==> src/rtl/bba_pkg.sv <==
// Shared types and constants for the bounding box accumulator.
`timescale 1ns / 1ps
package bba_pkg;

  localparam int COORD_W = 24;
  localparam int NUM_AXES = 3;
  localparam int AXIS_W = $clog2(NUM_AXES + 1);
  localparam int DIFF_W = COORD_W;
  localparam int PROD_W = 2 * DIFF_W;
  localparam int SUM_W = PROD_W + 2;
  localparam int ROOT_W = SUM_W / 2;
  localparam int REM_W = ROOT_W + 2;
  localparam int ITER_W = $clog2(ROOT_W + 1);

  typedef enum logic {
    REQ_VERTEX = 1'b0,
    REQ_FINISH = 1'b1
  } req_type_t;

  typedef logic signed [COORD_W-1:0] coord_t;

  typedef struct packed {
    logic   req_type;
    coord_t vx;
    coord_t vy;
    coord_t vz;
  } in_req_t;

  typedef struct packed {
    logic               box_valid;
    coord_t             lo_x;
    coord_t             lo_y;
    coord_t             lo_z;
    coord_t             hi_x;
    coord_t             hi_y;
    coord_t             hi_z;
    coord_t             mid_x;
    coord_t             mid_y;
    coord_t             mid_z;
    logic [COORD_W-1:0] half_diagonal;
  } out_res_t;

  typedef struct packed {
    logic              vtx_en;
    logic              fin_load;
    logic              mul_en;
    logic [AXIS_W-1:0] mul_idx;
    logic              acc_en;
    logic              sqrt_start;
    logic              out_load;
  } ctrl_cmd_t;

  typedef struct packed {
    logic sqrt_done;
  } dp_status_t;

endpackage

==> src/rtl/bba_isqrt.sv <==
// Iterative integer square root, one result bit per cycle.
`timescale 1ns / 1ps
module bba_isqrt (
  input  logic                       clk,
  input  logic                       rst_n,
  input  logic                       start,
  input  logic [bba_pkg::SUM_W-1:0]  radicand,
  output logic                       done,
  output logic [bba_pkg::ROOT_W-1:0] root
);
  import bba_pkg::*;

  logic [SUM_W-1:0]  n_r, n_nxt;
  logic [REM_W-1:0]  rem_r, rem_nxt;
  logic [ROOT_W-1:0] root_r, root_nxt;
  logic [ITER_W-1:0] cnt_r, cnt_nxt;
  logic              busy_r, busy_nxt;
  logic              done_r, done_nxt;
  logic [REM_W-1:0]  rem_sh;
  logic [REM_W-1:0]  trial;
  logic              fits;

  assign rem_sh = {rem_r[REM_W-3:0], n_r[SUM_W-1:SUM_W-2]};
  assign trial  = {root_r, 2'b01};
  assign fits   = (rem_sh >= trial);

  always_comb begin
    n_nxt    = n_r;
    rem_nxt  = rem_r;
    root_nxt = root_r;
    cnt_nxt  = cnt_r;
    busy_nxt = busy_r;
    done_nxt = 1'b0;
    if (start) begin
      n_nxt    = radicand;
      rem_nxt  = '0;
      root_nxt = '0;
      cnt_nxt  = ITER_W'(ROOT_W);
      busy_nxt = 1'b1;
    end else if (busy_r) begin
      n_nxt    = {n_r[SUM_W-3:0], 2'b00};
      rem_nxt  = fits ? (rem_sh - trial) : rem_sh;
      root_nxt = {root_r[ROOT_W-2:0], fits};
      cnt_nxt  = cnt_r - ITER_W'(1);
      if (cnt_r == ITER_W'(1)) begin
        busy_nxt = 1'b0;
        done_nxt = 1'b1;
      end
    end
  end

  always_ff @(posedge clk) begin
    if (!rst_n) begin
      busy_r <= 1'b0;
      done_r <= 1'b0;
      cnt_r  <= '0;
    end else begin
      busy_r <= busy_nxt;
      done_r <= done_nxt;
      cnt_r  <= cnt_nxt;
    end
  end

  always_ff @(posedge clk) begin
    n_r    <= n_nxt;
    rem_r  <= rem_nxt;
    root_r <= root_nxt;
  end

  assign done = done_r;
  assign root = root_r;

endmodule

==> src/rtl/bba_datapath.sv <==
// Datapath: running box registers, squared diagonal, square root and result register.
`timescale 1ns / 1ps
module bba_datapath (
  input  logic                 clk,
  input  logic                 rst_n,
  input  bba_pkg::in_req_t     in_data,
  input  bba_pkg::ctrl_cmd_t   cmd,
  output bba_pkg::dp_status_t  status,
  output bba_pkg::out_res_t    out_data
);
  import bba_pkg::*;

  logic                  seen_r, seen_nxt;
  coord_t                lo_r  [NUM_AXES];
  coord_t                hi_r  [NUM_AXES];
  coord_t                lo_nxt[NUM_AXES];
  coord_t                hi_nxt[NUM_AXES];
  coord_t                vin   [NUM_AXES];
  coord_t                mid   [NUM_AXES];
  logic [DIFF_W-1:0]     diff_r[NUM_AXES];
  logic [DIFF_W-1:0]     mul_op;
  logic [PROD_W-1:0]     prod_r;
  logic [SUM_W-1:0]      sum_r;
  logic [ROOT_W-1:0]     root;
  logic                  sqrt_done;
  out_res_t              out_r;

  assign vin[0] = in_data.vx;
  assign vin[1] = in_data.vy;
  assign vin[2] = in_data.vz;

  always_comb begin
    seen_nxt = seen_r;
    for (int i = 0; i < NUM_AXES; i++) begin
      lo_nxt[i] = lo_r[i];
      hi_nxt[i] = hi_r[i];
    end
    if (cmd.out_load) begin
      seen_nxt = 1'b0;
      for (int i = 0; i < NUM_AXES; i++) begin
        lo_nxt[i] = '0;
        hi_nxt[i] = '0;
      end
    end else if (cmd.vtx_en) begin
      seen_nxt = 1'b1;
      for (int i = 0; i < NUM_AXES; i++) begin
        if (!seen_r || (vin[i] < lo_r[i])) begin
          lo_nxt[i] = vin[i];
        end
        if (!seen_r || (vin[i] > hi_r[i])) begin
          hi_nxt[i] = vin[i];
        end
      end
    end
  end

  always_ff @(posedge clk) begin
    if (!rst_n) begin
      seen_r <= 1'b0;
      for (int i = 0; i < NUM_AXES; i++) begin
        lo_r[i] <= '0;
        hi_r[i] <= '0;
      end
    end else begin
      seen_r <= seen_nxt;
      for (int i = 0; i < NUM_AXES; i++) begin
        lo_r[i] <= lo_nxt[i];
        hi_r[i] <= hi_nxt[i];
      end
    end
  end

  always_comb begin
    for (int i = 0; i < NUM_AXES; i++) begin
      mid[i] = coord_t'(({hi_r[i][COORD_W-1], hi_r[i]} + {lo_r[i][COORD_W-1], lo_r[i]})
                        >> 1);
    end
  end

  always_comb begin
    case (cmd.mul_idx)
      AXIS_W'(0): mul_op = diff_r[0];
      AXIS_W'(1): mul_op = diff_r[1];
      AXIS_W'(2): mul_op = diff_r[2];
      default:    mul_op = '0;
    endcase
  end

  always_ff @(posedge clk) begin
    if (cmd.fin_load) begin
      for (int i = 0; i < NUM_AXES; i++) begin
        diff_r[i] <= DIFF_W'({hi_r[i][COORD_W-1], hi_r[i]} - {lo_r[i][COORD_W-1], lo_r[i]});
      end
    end
    if (cmd.mul_en) begin
      prod_r <= mul_op * mul_op;
    end
    if (cmd.fin_load) begin
      sum_r <= '0;
    end else if (cmd.acc_en) begin
      sum_r <= sum_r + SUM_W'(prod_r);
    end
    if (cmd.out_load) begin
      out_r.box_valid     <= seen_r;
      out_r.lo_x          <= lo_r[0];
      out_r.lo_y          <= lo_r[1];
      out_r.lo_z          <= lo_r[2];
      out_r.hi_x          <= hi_r[0];
      out_r.hi_y          <= hi_r[1];
      out_r.hi_z          <= hi_r[2];
      out_r.mid_x         <= mid[0];
      out_r.mid_y         <= mid[1];
      out_r.mid_z         <= mid[2];
      out_r.half_diagonal <= root[ROOT_W-1:1];
    end
  end

  bba_isqrt u_isqrt (
    .clk      (clk),
    .rst_n    (rst_n),
    .start    (cmd.sqrt_start),
    .radicand (sum_r),
    .done     (sqrt_done),
    .root     (root)
  );

  assign status.sqrt_done = sqrt_done;
  assign out_data         = out_r;

endmodule

==> src/rtl/bba_ctrl.sv <==
// Controller: request handshakes and sequencing of the finish computation.
`timescale 1ns / 1ps
module bba_ctrl (
  input  logic                 clk,
  input  logic                 rst_n,
  input  logic                 in_valid,
  input  logic                 in_req_type,
  output logic                 in_stall,
  output logic                 out_valid,
  input  logic                 out_stall,
  input  bba_pkg::dp_status_t  status,
  output bba_pkg::ctrl_cmd_t   cmd
);
  import bba_pkg::*;

  typedef enum logic [4:0] {
    S_IDLE  = 5'b00001,
    S_SQ    = 5'b00010,
    S_START = 5'b00100,
    S_ROOT  = 5'b01000,
    S_DONE  = 5'b10000
  } state_t;

  localparam logic [AXIS_W-1:0] SQ_LAST = AXIS_W'(NUM_AXES);

  state_t            state_r, state_nxt;
  logic [AXIS_W-1:0] cnt_r, cnt_nxt;
  logic              out_valid_r, out_valid_nxt;
  logic              accept;
  logic              slot_free;

  assign in_stall  = (state_r != S_IDLE);
  assign accept    = in_valid && !in_stall;
  assign slot_free = !out_valid_r || !out_stall;

  always_comb begin
    state_nxt = state_r;
    cnt_nxt   = cnt_r;
    cmd       = '0;
    unique case (state_r)
      S_IDLE: begin
        if (accept) begin
          if (in_req_type == REQ_FINISH) begin
            cmd.fin_load = 1'b1;
            cnt_nxt      = '0;
            state_nxt    = S_SQ;
          end else begin
            cmd.vtx_en = 1'b1;
          end
        end
      end
      S_SQ: begin
        cmd.mul_idx = cnt_r;
        cmd.mul_en  = (cnt_r != SQ_LAST);
        cmd.acc_en  = (cnt_r != '0);
        cnt_nxt     = cnt_r + AXIS_W'(1);
        if (cnt_r == SQ_LAST) begin
          state_nxt = S_START;
        end
      end
      S_START: begin
        cmd.sqrt_start = 1'b1;
        state_nxt      = S_ROOT;
      end
      S_ROOT: begin
        if (status.sqrt_done) begin
          state_nxt = S_DONE;
        end
      end
      S_DONE: begin
        if (slot_free) begin
          cmd.out_load = 1'b1;
          state_nxt    = S_IDLE;
        end
      end
      default: begin
        state_nxt = S_IDLE;
      end
    endcase
  end

  always_comb begin
    out_valid_nxt = out_valid_r;
    if (cmd.out_load) begin
      out_valid_nxt = 1'b1;
    end else if (!out_stall) begin
      out_valid_nxt = 1'b0;
    end
  end

  always_ff @(posedge clk) begin
    if (!rst_n) begin
      state_r     <= S_IDLE;
      cnt_r       <= '0;
      out_valid_r <= 1'b0;
    end else begin
      state_r     <= state_nxt;
      cnt_r       <= cnt_nxt;
      out_valid_r <= out_valid_nxt;
    end
  end

  assign out_valid = out_valid_r;

endmodule

==> src/rtl/bounding_box_accumulator_top.sv <==
// Top level of the 3D axis-aligned bounding box accumulator.
//
//   Channel  Direction  Handshake             Payload
//   in_      input      in_valid / in_stall   bba_pkg::in_req_t (vertex or finish)
//   out_     output     out_valid / out_stall bba_pkg::out_res_t (one per finish)
//
// Vertices stream at one per cycle while no finish request holds the input.
// A finish request holds the input stalled while it runs the shared squaring
// multiplier over the three axes, starts the root, runs the bit-serial square
// root (25 steps and its done flag) and loads the result register; the result
// shows in the cycle after that load.
// A result waiting under out_stall does not block vertices; a following finish
// waits in its last step until the result register is free.
// Reset clears the box and all control state; no clearing pass is needed.
`timescale 1ns / 1ps
module bounding_box_accumulator_top (
  input  logic               clk,
  input  logic               rst_n,
  input  logic               in_valid,
  output logic               in_stall,
  input  bba_pkg::in_req_t   in_data,
  output logic               out_valid,
  input  logic               out_stall,
  output bba_pkg::out_res_t  out_data
);
  import bba_pkg::*;

  ctrl_cmd_t  cmd;
  dp_status_t status;

  bba_ctrl u_ctrl (
    .clk         (clk),
    .rst_n       (rst_n),
    .in_valid    (in_valid),
    .in_req_type (in_data.req_type),
    .in_stall    (in_stall),
    .out_valid   (out_valid),
    .out_stall   (out_stall),
    .status      (status),
    .cmd         (cmd)
  );

  bba_datapath u_datapath (
    .clk      (clk),
    .rst_n    (rst_n),
    .in_data  (in_data),
    .cmd      (cmd),
    .status   (status),
    .out_data (out_data)
  );

endmodule

==> config.mk <==
export PLATFORM = sky130hd
export DESIGN_NAME = bounding_box_accumulator_top
export DESIGN_NICKNAME = d
export VERILOG_FILES = /design/src/rtl/bba_pkg.sv /design/src/rtl/bba_isqrt.sv /design/src/rtl/bba_datapath.sv /design/src/rtl/bba_ctrl.sv /design/src/rtl/bounding_box_accumulator_top.sv
export SDC_FILE = /design/constraint.sdc
export NUM_CORES = 2
export LEC_CHECK = 0
export ABC_AREA = 1
export BUFFER_PORTS_ARGS = -buffer_cell sky130_fd_sc_hd__buf_4
export CAP_MARGIN = 20
export CORE_ASPECT_RATIO = 1.1
export CORE_MARGIN = 2
export CORE_UTILIZATION = 30
export DETAILED_ROUTE_END_ITERATION = 6
export PLACE_DENSITY = 0.44
export SYNTH_ARGS = -nofsm -noshare
export SYNTH_HDL_FRONTEND = slang
export SYNTH_SLANG_ARGS = --single-unit
export TNS_END_PERCENT = 50
==> constraint.sdc <==
create_clock -name clk -period 30.9 [get_ports clk]
set_input_delay 1.545 -clock clk [delete_from_list [all_inputs] [get_ports clk]]
set_output_delay 1.545 -clock clk [all_outputs]
set_load 0.05 [all_outputs]
Yosys cells after proc, flatten, opt, wreduce, memory -nomap -nowiden
Memories as Yosys holds them, arrays and structs flattened.
Cells that the tools add are included.
- flip-flop bits (word level): 455
- latch bits: 0
- bits in writable memories: 216
- memory bits (read-only): 0
- input bits: 77
- output and inout port bits: 243
- logic and storage cells: 140
- memories kept: 3
- add/sub/neg operators: 10
- multipliers: 1
- divide/modulo/power cells: 0
- order comparisons: 7
- equality and inequality tests: 17
- shift-type cells: 0
- multiplexer cells: 49
- bitwise operators: 8
- reductions and logical operators: 21
- memory list (memory ; words ; bits a word ; rd ports ; clocked after memory_dff ; wr ports ; line ; text):
    u_datapath.diff_r ; 3 ; 24 ; 3 ; 0 ; 3 ; bba_datapath.sv:20 ; logic [DIFF_W-1:0] diff_r[NUM_AXES];
    u_datapath.hi_r ; 3 ; 24 ; 3 ; 0 ; 3 ; bba_datapath.sv:15 ; coord_t hi_r [NUM_AXES];
    u_datapath.lo_r ; 3 ; 24 ; 3 ; 0 ; 3 ; bba_datapath.sv:14 ; coord_t lo_r [NUM_AXES];
- operators with widths (operator ; number):
    $mux W24 ; 12
    $mux W72 ; 4
    $mux W50 ; 2
    $add A24 B24 Y25 ; 3
    $gt A24 B24 Y1 ; 3
    $lt A24 B24 Y1 ; 3
    $pmux W24 S3 ; 1
    $sub A24 B24 Y24 ; 3
    $add A50 B48 Y50 ; 1
    $mul A24 B24 Y48 ; 1
    $mux W5 ; 7
    $ge A27 B27 Y1 ; 1
    $mux W25 ; 1
    $pmux W5 S5 ; 1
    $sub A25 B25 Y25 ; 1
    $mux W1 ; 15
    $eq A5 B1 Y1 const B ; 2
    $ne A2 B1 Y1 const B ; 5
    $mux W2 ; 4
    $logic_or A1 B1 Y1 ; 7
    $or A1 B1 Y1 ; 6
    $reduce_bool A2 Y1 ; 3
    $eq A5 B2 Y1 const B ; 1
    $eq A5 B3 Y1 const B ; 1
    other kinds (18) ; 25

Logic depth before layout (Yosys ltp)
- depth in word-level cells: 8
- mapped depth: 37
- depth with buffers taken out: 36

Cells and area by module
From an unflattened synthesis, not the netlist that was laid out.
- cell total of the unflattened synthesis: 7163
- area total of the unflattened synthesis: 57710.3 um2
- by module, submodules not included (module ; times used ; cells each ; area an instance (um2) ; sequential area each (um2)):
    bba_datapath ; 1 ; 6191 ; 50908.8 ; 14714.1
    bba_isqrt ; 1 ; 901 ; 6324.8 ; 2642.5
    bba_ctrl ; 1 ; 71 ; 476.7 ; 160.2

Worst setup path after synthesis
OpenSTA, ideal clock, no wires.
- path type: input to register
- start: input port out_stall
- end: memory u_datapath.hi_r[0][10] in the netlist's numbering
- library setup time: 0.115 ns
- arrival: 13.189 ns
- data required time: 30.785 ns
- setup slack: 17.596 ns
- stages: 8
- path buffers: 2
- cell sequence: nand2_1 inv_1 nor2_1 nor2_2 buf_2 buf_1 nand2_1 nor2_1
- RTL lines (element ; line ; text):
    start: declaration ; bounding_box_accumulator_top.sv:23 ; input logic out_stall,
    end: declaration ; bba_datapath.sv:15 ;

Final worst setup path
- start: register u_ctrl.state_r[2]
- end: register u_datapath.prod_r[43] (data pin)
- cells in the longest elaborated chain, start to end: 5
- elaborated cells between the ends (all ways): 7
- those cells by class: mul: 1; eq/ne: 3; mux: 2; reduce/logical: 1
- RTL lines (element ; line ; text):
    start: declaration ; bba_ctrl.sv:26 ; state_t state_r, state_nxt;
    start signal: assignment ; bba_ctrl.sv:97 ; state_r <= state_nxt;
    $eq A5 B2 Y1 * ; bba_ctrl.sv:40 ; unique case (state_r)
    $mux W4 * ; bba_ctrl.sv:40 ;
    $eq A2 B2 Y1, or another cell as far along ; bba_datapath.sv:81 ; case (cmd.mul_idx)
    $pmux W24 S3 * ; bba_datapath.sv:81 ;
    $mul A24 B24 Y48 * ; bba_datapath.sv:96 ; prod_r <= mul_op * mul_op;
    end signal: assignment ; bba_datapath.sv:96 ;
    end: declaration ; bba_datapath.sv:22 ; logic [PROD_W-1:0] prod_r;
Every way passes the cells marked *; elsewhere a longest branch is shown, timed or not.
A chain may end at the register's enable or synchronous reset.

==> metrics.md <==
| Metric | Value |
|---|---|
| Worst-Margin Slew | 1.168 ns |
| Detail Route met2 WL | 85.57 mm |
| CTS tree | built |
| Share of flip-flops with an asynchronous set or reset | 0 |
| Hold WS | 0.4231 ns |
| Final Critical Period | 8.353 ns |
| First drt pass iteration count | 7 |
| Slew Viols, Final | 0 |
| Register area share after synthesis | 0.3077 |
| Antenna Nets Post-Route | 0 |
| Row Count | 167 |
| DIE AREA | 193300 um2 |
| Total wire length | 182.3 mm |
| Mapped Cells | 6983 |
| I/O pin cnt | 320 |
| Setup_tns | 0 ns |
| Clock transition at the registers of the reported paths | 0.07 ns |
| Critical path class | reg2reg |
| PortBufs | 319 |
| Die Ht | 460.9 um |
| Met3 WL | 7.507 mm |
| Fmax | 119.7 MHz |
| M1 wire length | 84.72 mm |
| Yosys cell types | 60 |
| Post-synth top flop | edfxtp_1 |
| GRT Residual Overflow | 0 |
| Non-Filler Instances | 9812 |
| Gr usage total | 0.1875 |
| RSZ-0062 raised after global routing | false |
| ANT cells | 0 |
| Synth Warn # | 0 |
| Largest net degree at the start of global routing | 209 |
| Area grow syn2layout | 13.80% |
| Mapped Area | 56930 um2 |
| Vias in the first global route | 46822 |
| First-pass GRT wire length | 279.7 mm |
| Detailed Place HPWL | 143.1 mm |
| WL per Instance | 18.58 um |
| # Post-CTS Setup Buffers | 0 |
| Final setup viols | 0 |
| Synth top area share | 0.2163 |
| HP Class | reg2reg |
| Synthesis-stage register bit count | 670 |
| Initial antenna violation count | 6 |
| CP dominant cell by count | fa_1 |
| CP max stage cell | a221oi_2 |
| DR vias/cell | 4.668 |
| Cell taking the most area after synthesis | edfxtp_1 |
| Crit path capture type | flip-flop |
| CTS sink cnt | 670 |
| Clock Root Buffer | clkbuf_16 |
| Max stage delay on crit path | 0.56 ns |
| Syn_area_per_cell | 8.153 um2 |
| Most common cell after layout, fill and taps aside | nand2_1 |
| Clock buffer depth | 3 |
| Clock Skew | 0.04232 ns |
| Max_cap viols | 0 |
| Post-synth EDFFs | 410 |
| Largest cells by area after synthesis | edfxtp_1 22%, fa_1 15%, ha_1 12% |
| Starting density of the core | 0.3021 |
| Final layout net count | 8242 |
| Final Cell Area | 64790 um2 |
| Share of cells above drive strength 1 | 0.07572 |
| Hold Fails Final Rpt | 0 |
| # hold bufs at CTS | 0 |
| WP data arrival | 8.77 ns |
| Highest metal used | met5 |
| CTS Buf Count | 83 |
| Drt initial violations | 2791 |
| Placed cell count | 9656 |
| Syn nets | 8017 |
| Drc violations | 0 |
| Clock Latency Late Sink | 0.73 ns |
| Chip width | 419.4 um |
| Detailed-route via count | 45806 |
| Slew HR | 0.2216 |
| Startpoint Class | flip-flop |
| Area after DPL | 61780 um2 |
| H-Tree Depth | 3 |
| Most frequent cells in the layout | 1442 x nand2_1, 1420 x inv_1, 544 x nor2_1 |
| Core area | 188500 um2 |
| Status | completed |
| Critical path data required time | 31.32 ns |
| Fin crit share | 0.2703 |
| CTS-repair resized insts | 0 |
| CP max FO | 23 |
| RePlAce Congestion | 0.8996 |
## worst paths after layout
| kind | startpoint | endpoint | slack [ns] | depth (start not counted) |
|---|---|---|---|---|
| worst max-delay path | u_ctrl.state_r[2] | u_datapath.prod_r[43] | 22.55 | 29 |
| worst min-delay path | u_datapath.u_isqrt.root[12] | u_datapath.out_data[11] | 0.42 | 0 |
| worst max register to register | u_ctrl.state_r[2] | u_datapath.prod_r[43] | 22.55 | 29 |
| worst min register to register | u_datapath.u_isqrt.root[12] | u_datapath.out_data[11] | 0.42 | 0 |
## flip-flops by register name (all words and copies together) (netlist names)
signal	cells
u_datapath.seen_r	1
u_datapath.out_data	241
u_datapath.hi_r	72
u_datapath.u_isqrt.root	25
u_datapath.u_isqrt.n_r	50
u_datapath.diff_r	72
u_ctrl.state_r	5
u_datapath.u_isqrt.done	1
u_ctrl.out_valid	1
u_datapath.prod_r	47
u_datapath.u_isqrt.cnt_r	5
u_datapath.u_isqrt.rem_r	25
u_datapath.u_isqrt.busy_r	1
u_datapath.lo_r	72
u_ctrl.cnt_r	2
u_datapath.sum_r	50
## Yosys cell counts (all sizes together), types with 31 or more instances
| library cell | instances |
|---|---|
| nand2 | 1446 |
| inv | 1435 |
| nor2 | 554 |
| ha | 529 |
| a21oi | 513 |
| fa | 428 |
| edfxtp | 410 |
| nand3 | 383 |
| dfxtp | 260 |
| o21ai | 239 |
| xor2 | 177 |
| buf | 131 |
| clkbuf | 78 |
| nand4 | 60 |
| o21bai | 55 |
| nor3 | 38 |
| xnor2 | 36 |
| a31oi | 35 |
| a21o | 31 |
## critical path: cells and delay by family, from the launching register on
| family | cells | cell delay (ns) |
|---|---|---|
| adder cells (fa/ha/maj) | 8 | 3.74 |
| AO/OA/AOI/OAI | 4 | 1.42 |
| AND/OR/NAND/NOR | 8 | 1.36 |
| buffers and inverters | 8 | 1.05 |
| flip-flops | 1 | 0.34 |
| XOR/XNOR | 1 | 0.13 |
## metal layers
metal / global-route usage / up-vias
li1: - / 22597
met1: 0.2527 / 22084
met2: 0.3160 / 903
met3: 0.02627 / 212
met4: 0.04516 / 10
met5: 0 / -
## layout make-up
type | instances | area (um2)
Clock buffer | 106 | 2203
Fill cell | 20008 | 123700
Sequential cell | 670 | 17520
Multi-Input combinational cell | 4665 | 33030
Inverter | 1439 | 5406
Timing Repair Buffer | 349 | 2690
Tap cell | 2535 | 3172
Clock inverter | 48 | 765.7
## per-stage QoR
step                        util  setup slack (ns)
after global routing      0.3437             22.14
final                     0.3437             22.55
after floorplan                -             17.60
after CTS                 0.3436             22.25
after global placement    0.3276             22.41
after detailed placement  0.3278             22.30
## cell families after synthesis
family / after synthesis / synth area share
multiplexers: 1 / 0.0001978
flip-flops: 670 / 0.3077
adder cells (fa/ha/maj): 957 / 0.2668
XOR/XNOR: 213 / 0.03277
buffers and inverters: 1648 / 0.1132
AND/OR/NAND/NOR: 2511 / 0.1829
AO/OA/AOI/OAI: 983 / 0.09657
Power is not shown: default switching activity piles up to over one toggle a cycle in this logic, so the estimate is an artifact.
